File: config.mk
export PLATFORM = sky130hd
export DESIGN_NAME = hfi_muldiv
export DESIGN_NICKNAME = d
export VERILOG_FILES = /design/src/hdl/hfi_pkg.sv /design/src/hdl/hfi_muldiv.sv
export SDC_FILE = /design/constraint.sdc
export NUM_CORES = 1
export LEC_CHECK = 0
export BUFFER_PORTS_ARGS = -buffer_cell sky130_fd_sc_hd__buf_2
export CAP_MARGIN = 20
export CORE_MARGIN = 5
export CORE_UTILIZATION = 50
export DETAILED_ROUTE_END_ITERATION = 16
export PLACE_DENSITY_LB_ADDON = 0.1
export SLEW_MARGIN = 10
export SYNTH_ARGS = -nofsm -noshare
export SYNTH_HDL_FRONTEND = slang
export SYNTH_SLANG_ARGS = --single-unit
File: constraint.sdc
create_clock -name clk_i -period 19.1 [get_ports clk_i]
set_input_delay 0 -clock clk_i [delete_from_list [all_inputs] [get_ports clk_i]]
set_output_delay 0 -clock clk_i [all_outputs]
set_load 0.02 [all_outputs]
File: src/hdl/hfi_pkg.sv
// ----------------------------------------------------------------------------
// Hemisphere flux integrator package
// Shared types, codes and fixed-point constants of the flux integrator.
// ----------------------------------------------------------------------------
package hfi_pkg;

  localparam int CFG_IDX_W = 8;
  localparam int CFG_DAT_W = 32;

  localparam logic [CFG_IDX_W-1:0] REG_INTENSITY_SCALE = 8'd0;
  localparam logic [CFG_IDX_W-1:0] REG_SPHERE_RADIUS   = 8'd1;

  localparam logic KIND_POINT   = 1'b0;
  localparam logic KIND_COMPUTE = 1'b1;

  // Serial arithmetic unit widths.
  localparam int MUL_A_W = 85;
  localparam int MUL_B_W = 35;
  localparam int MUL_P_W = MUL_A_W + MUL_B_W;
  localparam int DIV_N_W = 101;
  localparam int DIV_D_W = 16;
  localparam int STEP_W  = 7;

  localparam logic [63:0]  PI_Q60 = 64'h3243F6A8885A308D;
  localparam logic [127:0] PI_SQ  = {64'd0, PI_Q60} * {64'd0, PI_Q60};
  // pi^2/2 in Q32.
  localparam logic [MUL_B_W-1:0] HALF_PI_SQ = PI_SQ[MUL_B_W+88:89];

  typedef struct packed {
    logic        kind;
    logic [7:0]  parallel_index;
    logic [15:0] radial_value;
  } in_item_t;

  typedef struct packed {
    logic [63:0] flux;
    logic        empty_parallel;
    logic        saturated;
  } out_item_t;

  typedef struct packed {
    logic [CFG_IDX_W-1:0] index;
    logic [CFG_DAT_W-1:0] value;
  } cfg_item_t;

  typedef struct packed {
    logic mul_start;
    logic div_start;
  } md_req_t;

  typedef struct packed {
    logic done;
  } md_rsp_t;

  typedef enum logic [1:0] {
    MD_IDLE,
    MD_MUL,
    MD_DIV
  } md_op_e;

  typedef enum logic [3:0] {
    ST_IDLE,
    ST_PT_WR,
    ST_RD,
    ST_DIV,
    ST_SCALE,
    ST_M_SINE,
    ST_M_H,
    ST_M_R1,
    ST_M_R2,
    ST_DIV_B,
    ST_EMIT
  } st_e;

endpackage

File: src/hdl/hfi_muldiv.sv
// ----------------------------------------------------------------------------
// Flux integrator serial multiplier and divider
// Shift-add multiplier and restoring divider, one bit per cycle, shared.
// ----------------------------------------------------------------------------
module hfi_muldiv (
  input  logic                          clk_i,
  input  logic                          rst_ni,
  input  hfi_pkg::md_req_t              req_i,
  input  logic [hfi_pkg::MUL_A_W-1:0]   mul_a_i,
  input  logic [hfi_pkg::MUL_B_W-1:0]   mul_b_i,
  input  logic [hfi_pkg::DIV_N_W-1:0]   div_n_i,
  input  logic [hfi_pkg::DIV_D_W-1:0]   div_d_i,
  output hfi_pkg::md_rsp_t              rsp_o,
  output logic [hfi_pkg::MUL_P_W-1:0]   prod_o,
  output logic [hfi_pkg::DIV_N_W-1:0]   quot_o
);

  localparam int AW = hfi_pkg::MUL_A_W;
  localparam int BW = hfi_pkg::MUL_B_W;
  localparam int PW = hfi_pkg::MUL_P_W;
  localparam int NW = hfi_pkg::DIV_N_W;
  localparam int DW = hfi_pkg::DIV_D_W;
  localparam int SW = hfi_pkg::STEP_W;

  hfi_pkg::md_op_e op_q, op_d;
  logic [SW-1:0] step_q, step_d;
  logic          done_q, done_d;
  logic [AW-1:0] a_q, a_d;
  logic [PW-1:0] prod_q, prod_d;
  logic [NW-1:0] quo_q, quo_d;
  logic [DW-1:0] rem_q, rem_d;
  logic [DW-1:0] dsr_q, dsr_d;

  logic [AW:0]   mul_sum;
  logic [DW:0]   div_trial;
  logic          div_ge;

  always_ff @(posedge clk_i or negedge rst_ni) begin
    if (!rst_ni) begin
      op_q   <= hfi_pkg::MD_IDLE;
      step_q <= '0;
      done_q <= 1'b0;
    end else begin
      op_q   <= op_d;
      step_q <= step_d;
      done_q <= done_d;
    end
  end

  always_ff @(posedge clk_i) begin
    a_q    <= a_d;
    prod_q <= prod_d;
    quo_q  <= quo_d;
    rem_q  <= rem_d;
    dsr_q  <= dsr_d;
  end

  always_comb begin
    op_d   = op_q;
    step_d = step_q;
    done_d = 1'b0;
    a_d    = a_q;
    prod_d = prod_q;
    quo_d  = quo_q;
    rem_d  = rem_q;
    dsr_d  = dsr_q;

    mul_sum   = {1'b0, prod_q[PW-1:BW]} + (prod_q[0] ? {1'b0, a_q} : '0);
    div_trial = {rem_q, quo_q[NW-1]};
    div_ge    = (div_trial >= {1'b0, dsr_q});

    unique case (op_q)
      hfi_pkg::MD_IDLE: begin
        if (req_i.mul_start) begin
          op_d   = hfi_pkg::MD_MUL;
          step_d = SW'(BW - 1);
          a_d    = mul_a_i;
          prod_d = {{AW{1'b0}}, mul_b_i};
        end else if (req_i.div_start) begin
          op_d   = hfi_pkg::MD_DIV;
          step_d = SW'(NW - 1);
          quo_d  = div_n_i;
          rem_d  = '0;
          dsr_d  = div_d_i;
        end
      end
      hfi_pkg::MD_MUL: begin
        prod_d = {mul_sum, prod_q[BW-1:1]};
        step_d = step_q - 1'b1;
        if (step_q == '0) begin
          op_d   = hfi_pkg::MD_IDLE;
          done_d = 1'b1;
        end
      end
      hfi_pkg::MD_DIV: begin
        // The partial remainder stays below the divisor, so it fits DW bits.
        rem_d  = div_ge ? DW'(div_trial - {1'b0, dsr_q}) : div_trial[DW-1:0];
        quo_d  = {quo_q[NW-2:0], div_ge};
        step_d = step_q - 1'b1;
        if (step_q == '0) begin
          op_d   = hfi_pkg::MD_IDLE;
          done_d = 1'b1;
        end
      end
      default: op_d = hfi_pkg::MD_IDLE;
    endcase
  end

  assign rsp_o.done = done_q;
  assign prod_o     = prod_q;
  assign quot_o     = quo_q;

endmodule

Word level (Yosys, flattened, before mapping)
Index checks and enable logic that the tools add are counted.
- input bits: 241
- output and inout port bits: 222
- register bits after elaboration: 348
- word-level logic and storage cells: 51
- mux-type cells: 19
- bitwise logic cells: 1
- add/subtract/negate cells: 3
- equal/unequal tests: 7
- reductions and logical operators: 12
- order comparisons: 1
- operators by type and width (operator ; count):
    $pmux W120 S2 ; 1
    $mux W101 ; 2
    $pmux W101 S2 ; 1
    $mux W120 ; 1
    $add A85 B85 Y86 ; 1
    $mux W85 ; 1
    $mux W16 ; 3
    $pmux W16 S2 ; 1
    $ge A17 B16 Y1 ; 1
    $sub A16 B16 Y16 ; 1
    $mux W7 ; 2
    $pmux W7 S2 ; 1
    $reduce_and A2 Y1 ; 4
    $logic_not A7 Y1 ; 1
    $sub A7 B1 Y7 const B ; 1
    $mux W2 ; 3
    $ne A2 B2 Y1 const B ; 3
    $reduce_and A3 Y1 ; 2
    $reduce_bool A2 Y1 ; 3
    $pmux W2 S2 ; 1
    $ne A3 B3 Y1 const B ; 1
    $eq A2 B1 Y1 const B ; 1
    $eq A2 B2 Y1 const B ; 1
    $logic_not A2 Y1 ; 1
    4 further kinds ; 5

Depth between registers and ports, before layout
- depth in word-level cells: 4
- depth in mapped cells: 16
- mapped depth without buffers: 15

Worst setup path after synthesis
Ideal clock, no wire load.
- path kind: register to register
- from: register op_q[1]
- to: register prod_q[0], in the netlist prod_o[0], enable pin
- data required time: 18335 ps
- setup time: 765 ps
- clock period less this slack: 10415 ps
- arrival time: 9650 ps
- stages on the path, launching flop included: 7
- path slack: 8685 ps
- path buffers: 2
- cells stage by stage: dfrtp_1 inv_1 ha_1 clkbuf_1 clkinv_1 clkbuf_1 o21ai_0
- cells in the longest elaborated chain, start to end: 3
- elaborated cells on any way between the ends: 5
- those cells by class: eq/ne (2); reduce/logical (3)
- ends and longest elaborated chain (what ; line ; text):
    start, declared ; hfi_muldiv.sv:25 ; hfi_pkg::md_op_e op_q, op_d;
    start signal, assigned ; hfi_muldiv.sv:40 ; op_q <= hfi_pkg::MD_IDLE;
    start signal, assigned ; hfi_muldiv.sv:44 ; op_q <= op_d;
    $eq A2 B1 Y1 or $logic_not A2 Y1 (tied branches) ; hfi_muldiv.sv:72 ; unique case (op_q)
    $reduce_bool A2 Y1 (no source line) or $ne A2 B2 Y1 (tied branches) ; n/a ;
    $reduce_and A2 Y1 (no source line) * ; n/a ;
    end signal, assigned ; hfi_muldiv.sv:52 ; prod_q <= prod_d;
    end, declared ; hfi_muldiv.sv:29 ; logic [PW-1:0] prod_q, prod_d;
Every way passes the cells marked *; elsewhere a longest branch is shown, timed or not.
A chain may end at the register's enable or synchronous reset.

Final worst setup path
- from: register prod_q[0], in the netlist prod_o[0]
- to: register prod_q[110], in the netlist prod_o[110] (data pin)
- cells in the longest elaborated chain, start to end: 3
- ends and longest elaborated chain (what ; line ; text):
    $mux W85 ; hfi_muldiv.sv:68 ; mul_sum = {1'b0, prod_q[PW-1:BW]} + (prod_q[0] ? {1'b0, a_q} : '0);
    $add A85 B85 Y86 ; hfi_muldiv.sv:68 ;
    $pmux W120 S2 ; hfi_muldiv.sv:72 ;
Every way passes these cells.

==> results.json <==
{
  "clk_pin_slew_ns": 0.06,
  "cts-htree-levels": 2,
  "via_count": 16200,
  "critPathCaptureType": "flip-flop",
  "start_util": 0.506,
  "row_count": 72,
  "synth_edf_count": 338,
  "ant_nets": 0,
  "yosys.area.top_type_share": 0.518,
  "cp-start-kind": "flip-flop",
  "yosys_register_bits": 348,
  "dpl.cell_count": 2630,
  "die_y_um": 208,
  "num-fill-cells": 2940,
  "synthesis.area_um2": 19600,
  "outcome": "finished, final reports clean",
  "fmax_ghz": 0.206,
  "final_util": 0.675,
  "synth-main-ff-cell": "edfxtp_1",
  "rsz0062_at_grt": "false",
  "instances_no_fill": 2949,
  "grt_overflow_total": 0,
  "die_w_um": 208,
  "crit_fanout": 85,
  "synth_cells": 1718,
  "drv_slew": 0,
  "drt-pass1-iter-count": 5,
  "drt_iter0_drc": 1143,
  "avgSynthCellArea_um2": 11.4,
  "clock_skew_ns": 0.0271,
  "grt.total_usage": 0.268,
  "cts_made_buffers": 41,
  "ys_warn_count": 0,
  "gp_congestion": 0.954,
  "synthArstFlopShare": 0.0287,
  "worst_slew_pin_slew_ns": 1.10,
  "cap_violations": 0,
  "path_common_cell": "a21oi_1",
  "crit_family": "compound AO/OA/AOI/OAI gates",
  "whs_ns": 0.142,
  "totalWireLength_um": 59900,
  "grt_max_degree": 87,
  "cts_resized": 0,
  "hpwl_um": 42700,
  "die_area_um2": 43300,
  "area_growth_pct": 33.3,
  "drive_above_1_share": 0.286,
  "path_cells": "buf_4 -> and2_1 -> ha_1 -> inv_1 -> fa_1 -> nand2b_1 -> a21oi_1 -> o21ai_0 -> o21ai_0 -> a21oi_1 -> a211oi_1 -> o2bb2ai_1 -> o31ai_1 -> a21oi_1 -> xnor2_1 -> nor2_1",
  "io_buffers": 462,
  "grt_first_pass_wirelength_um": 93800,
  "layout.nets": 2746,
  "power_density_nw_per_um2": 170,
  "antenna_found_initial": 4,
  "cts_root_buf": "clkbuf_16",
  "required_ns": 19.38,
  "critical_path_buf_inv_count": 2,
  "core_area_um2": 38700,
  "wl_per_cell_um": 20.3,
  "leakage_nw": 10.6,
  "slowest_stage": "a211oi_1",
  "crit_type": "flip-flop to flip-flop",
  "relSlewSlack": 0.266,
  "io_pins": 463,
  "clock_sinks": 348,
  "yosysTopAreaCell": "edfxtp_1",
  "cp.arrival_ns": 5.15,
  "period_minus_slack_ns": 4.86,
  "clk_latency_ns": 0.56,
  "grt_pass1_vias": 16800,
  "setup_viol": 0,
  "drc": 0,
  "ys_types": 69,
  "viasPerCell": 5.51,
  "syn_nets": 2067,
  "fin_crit_sh": 0.255,
  "hold_path.class": "primary input to flip-flop",
  "cp_slowest_stage_delay_ns": 0.55,
  "finalHoldViolations": 0,
  "fin_setup_tns_ns": 0,
  "cts_tree": "built",
  "synthTopCellsByArea": "edfxtp_1 (52%), mux2_2 (7.8%), ha_1 (6.8%)",
  "ir_drop_mv": 0.119,
  "clk_path_buf_depth": 3,
  "ys_seq_area_frac": 0.531
}
-- final timing paths --
| check | cells past startpoint | to | start | slack [ns] |
|---|---|---|---|---|
| max in group asynchronous | 3 | rsp_o$_DFF_PN0_ | rst_ni | 18.28 |
| setup / recovery | 16 | prod_o[110]$_SDFFCE_PN0P_ | prod_o[0]$_DFFE_PP_ | 14.24 |
| setup reg to reg | 16 | prod_o[110]$_SDFFCE_PN0P_ | prod_o[0]$_DFFE_PP_ | 14.24 |
| hold reg to reg | 1 | step_q[0]$_DFFE_PN0P_ | step_q[0]$_DFFE_PN0P_ | 0.52 |
| min in group asynchronous | 3 | step_q[1]$_DFFE_PN0P_ | rst_ni | 0.49 |
| hold / removal | 2 | a_q[74]$_DFFE_PP_ | mul_a_i[74] | 0.14 |
-- timing repair --
item | in CTS | in global routing
buffers inserted | 0 | 0
endpoints found under the hold margin | 253 | 0
hold buffers | 242 | 0
-- worst register-to-register path, cell delays in order (launching register included) --
cell and delay [ns]:
edfxtp_1 0.34, buf_4 0.54, and2_1 0.23, ha_1 0.17, inv_1 0.06, fa_1 0.39
nand2b_1 0.18, a21oi_1 0.23, o21ai_0 0.26, o21ai_0 0.23, a21oi_1 0.25, a211oi_1 0.55
o2bb2ai_1 0.30, o31ai_1 0.47, a21oi_1 0.15, xnor2_1 0.16, nor2_1 0.05
-- report_power, final --
part           internal [mW]  switching [mW]  total (mW)  leakage [nW]
clock network          0.461           0.319       0.781         0.648
registers               1.22           0.154        1.37          3.34
logic                  0.844            1.45        2.29          6.65
-- cell usage after synthesis (9+ instances only) --
cell / n
o21ai_0: 83
clkbuf_1: 67
inv_1: 70
dfrtp_1: 10
and2_1: 90
a31oi_1: 12
a21o_1: 24
edfxtp_1: 338
nand2_1: 100
xor2_1: 28
nor2_1: 158
nand4_1: 47
ha_1: 106
mux2_2: 136
o21a_1: 9
o21bai_1: 33
xnor2_1: 57
nor3_1: 16
nand3_1: 16
nand2b_1: 17
a21oi_1: 152
and3_1: 10
mux2i_1: 18
-- state kept, by name (all words and copies together) (netlist names) --
register / cells
a_q: 85
rsp_o: 1
dsr_q: 16
quot_o: 101
rem_q: 16
prod_o: 120
op_q: 2
step_q: 7
-- layout make-up --
| cell class | instances | area (um2) | area share |
|---|---|---|---|
| tap | 518 | 648 | 0.0248 |
| inverter | 71 | 268 | 0.0102 |
| clock inverter | 21 | 190 | 0.00728 |
| antenna | 4 | 10.0 | 0.000383 |
| timing repair buffer | 714 | 4810 | 0.184 |
| clock buffer | 52 | 1140 | 0.0436 |
| sequential | 348 | 10400 | 0.398 |
| multi-input combinational | 1221 | 8670 | 0.332 |
-- through the flow --
step / area (um2) / setup WS, ns / total power [mW]
after floorplan: 19600 / 8.69 / 2.99
after CTS: 26100 / 14.20 / 4.44
after global placement: 22400 / 14.30 / 3.59
final: 26100 / 14.24 / 4.44
after global routing: 26100 / 13.70 / 4.72
after detailed placement: 22400 / 14.23 / 3.60
-- metal layers --
layer	part of all wire	GRT usage
met3	0.068	0.0593
met2	0.48	0.447
met4	0.037	0.0983
met1	0.42	0.347
met5	0	0
-- layout by cell type, fill, tap and decap left out, types with 82 or more instances in the layout --
| master | synthesis | layout |
|---|---|---|
| a21oi_1 | 152 | 151 |
| and2_1 | 90 | 90 |
| buf_2 | 5 | 462 |
| dlygate4sd3_1 | 0 | 242 |
| edfxtp_1 | 338 | 338 |
| ha_1 | 106 | 104 |
| mux2_2 | 136 | 136 |
| nand2_1 | 100 | 100 |
| nor2_1 | 158 | 158 |
| o21ai_0 | 83 | 82 |
-- logic make-up (layout without fill, tap and decap cells) --
kind of cell             Yosys count  in the layout  synth area share
multiplexers                     154            154            0.0873
buffers and inverters            149            858            0.0289
other                              0              4                 0
flip-flops                       348            348             0.531
adder cells (fa/ha/maj)          108            108            0.0697
AND/OR/NAND/NOR                  489            489             0.122
AO/OA/AOI/OAI                    385            385             0.123
XOR/XNOR                          85             85            0.0380
(Power assumes the default switching activity.)
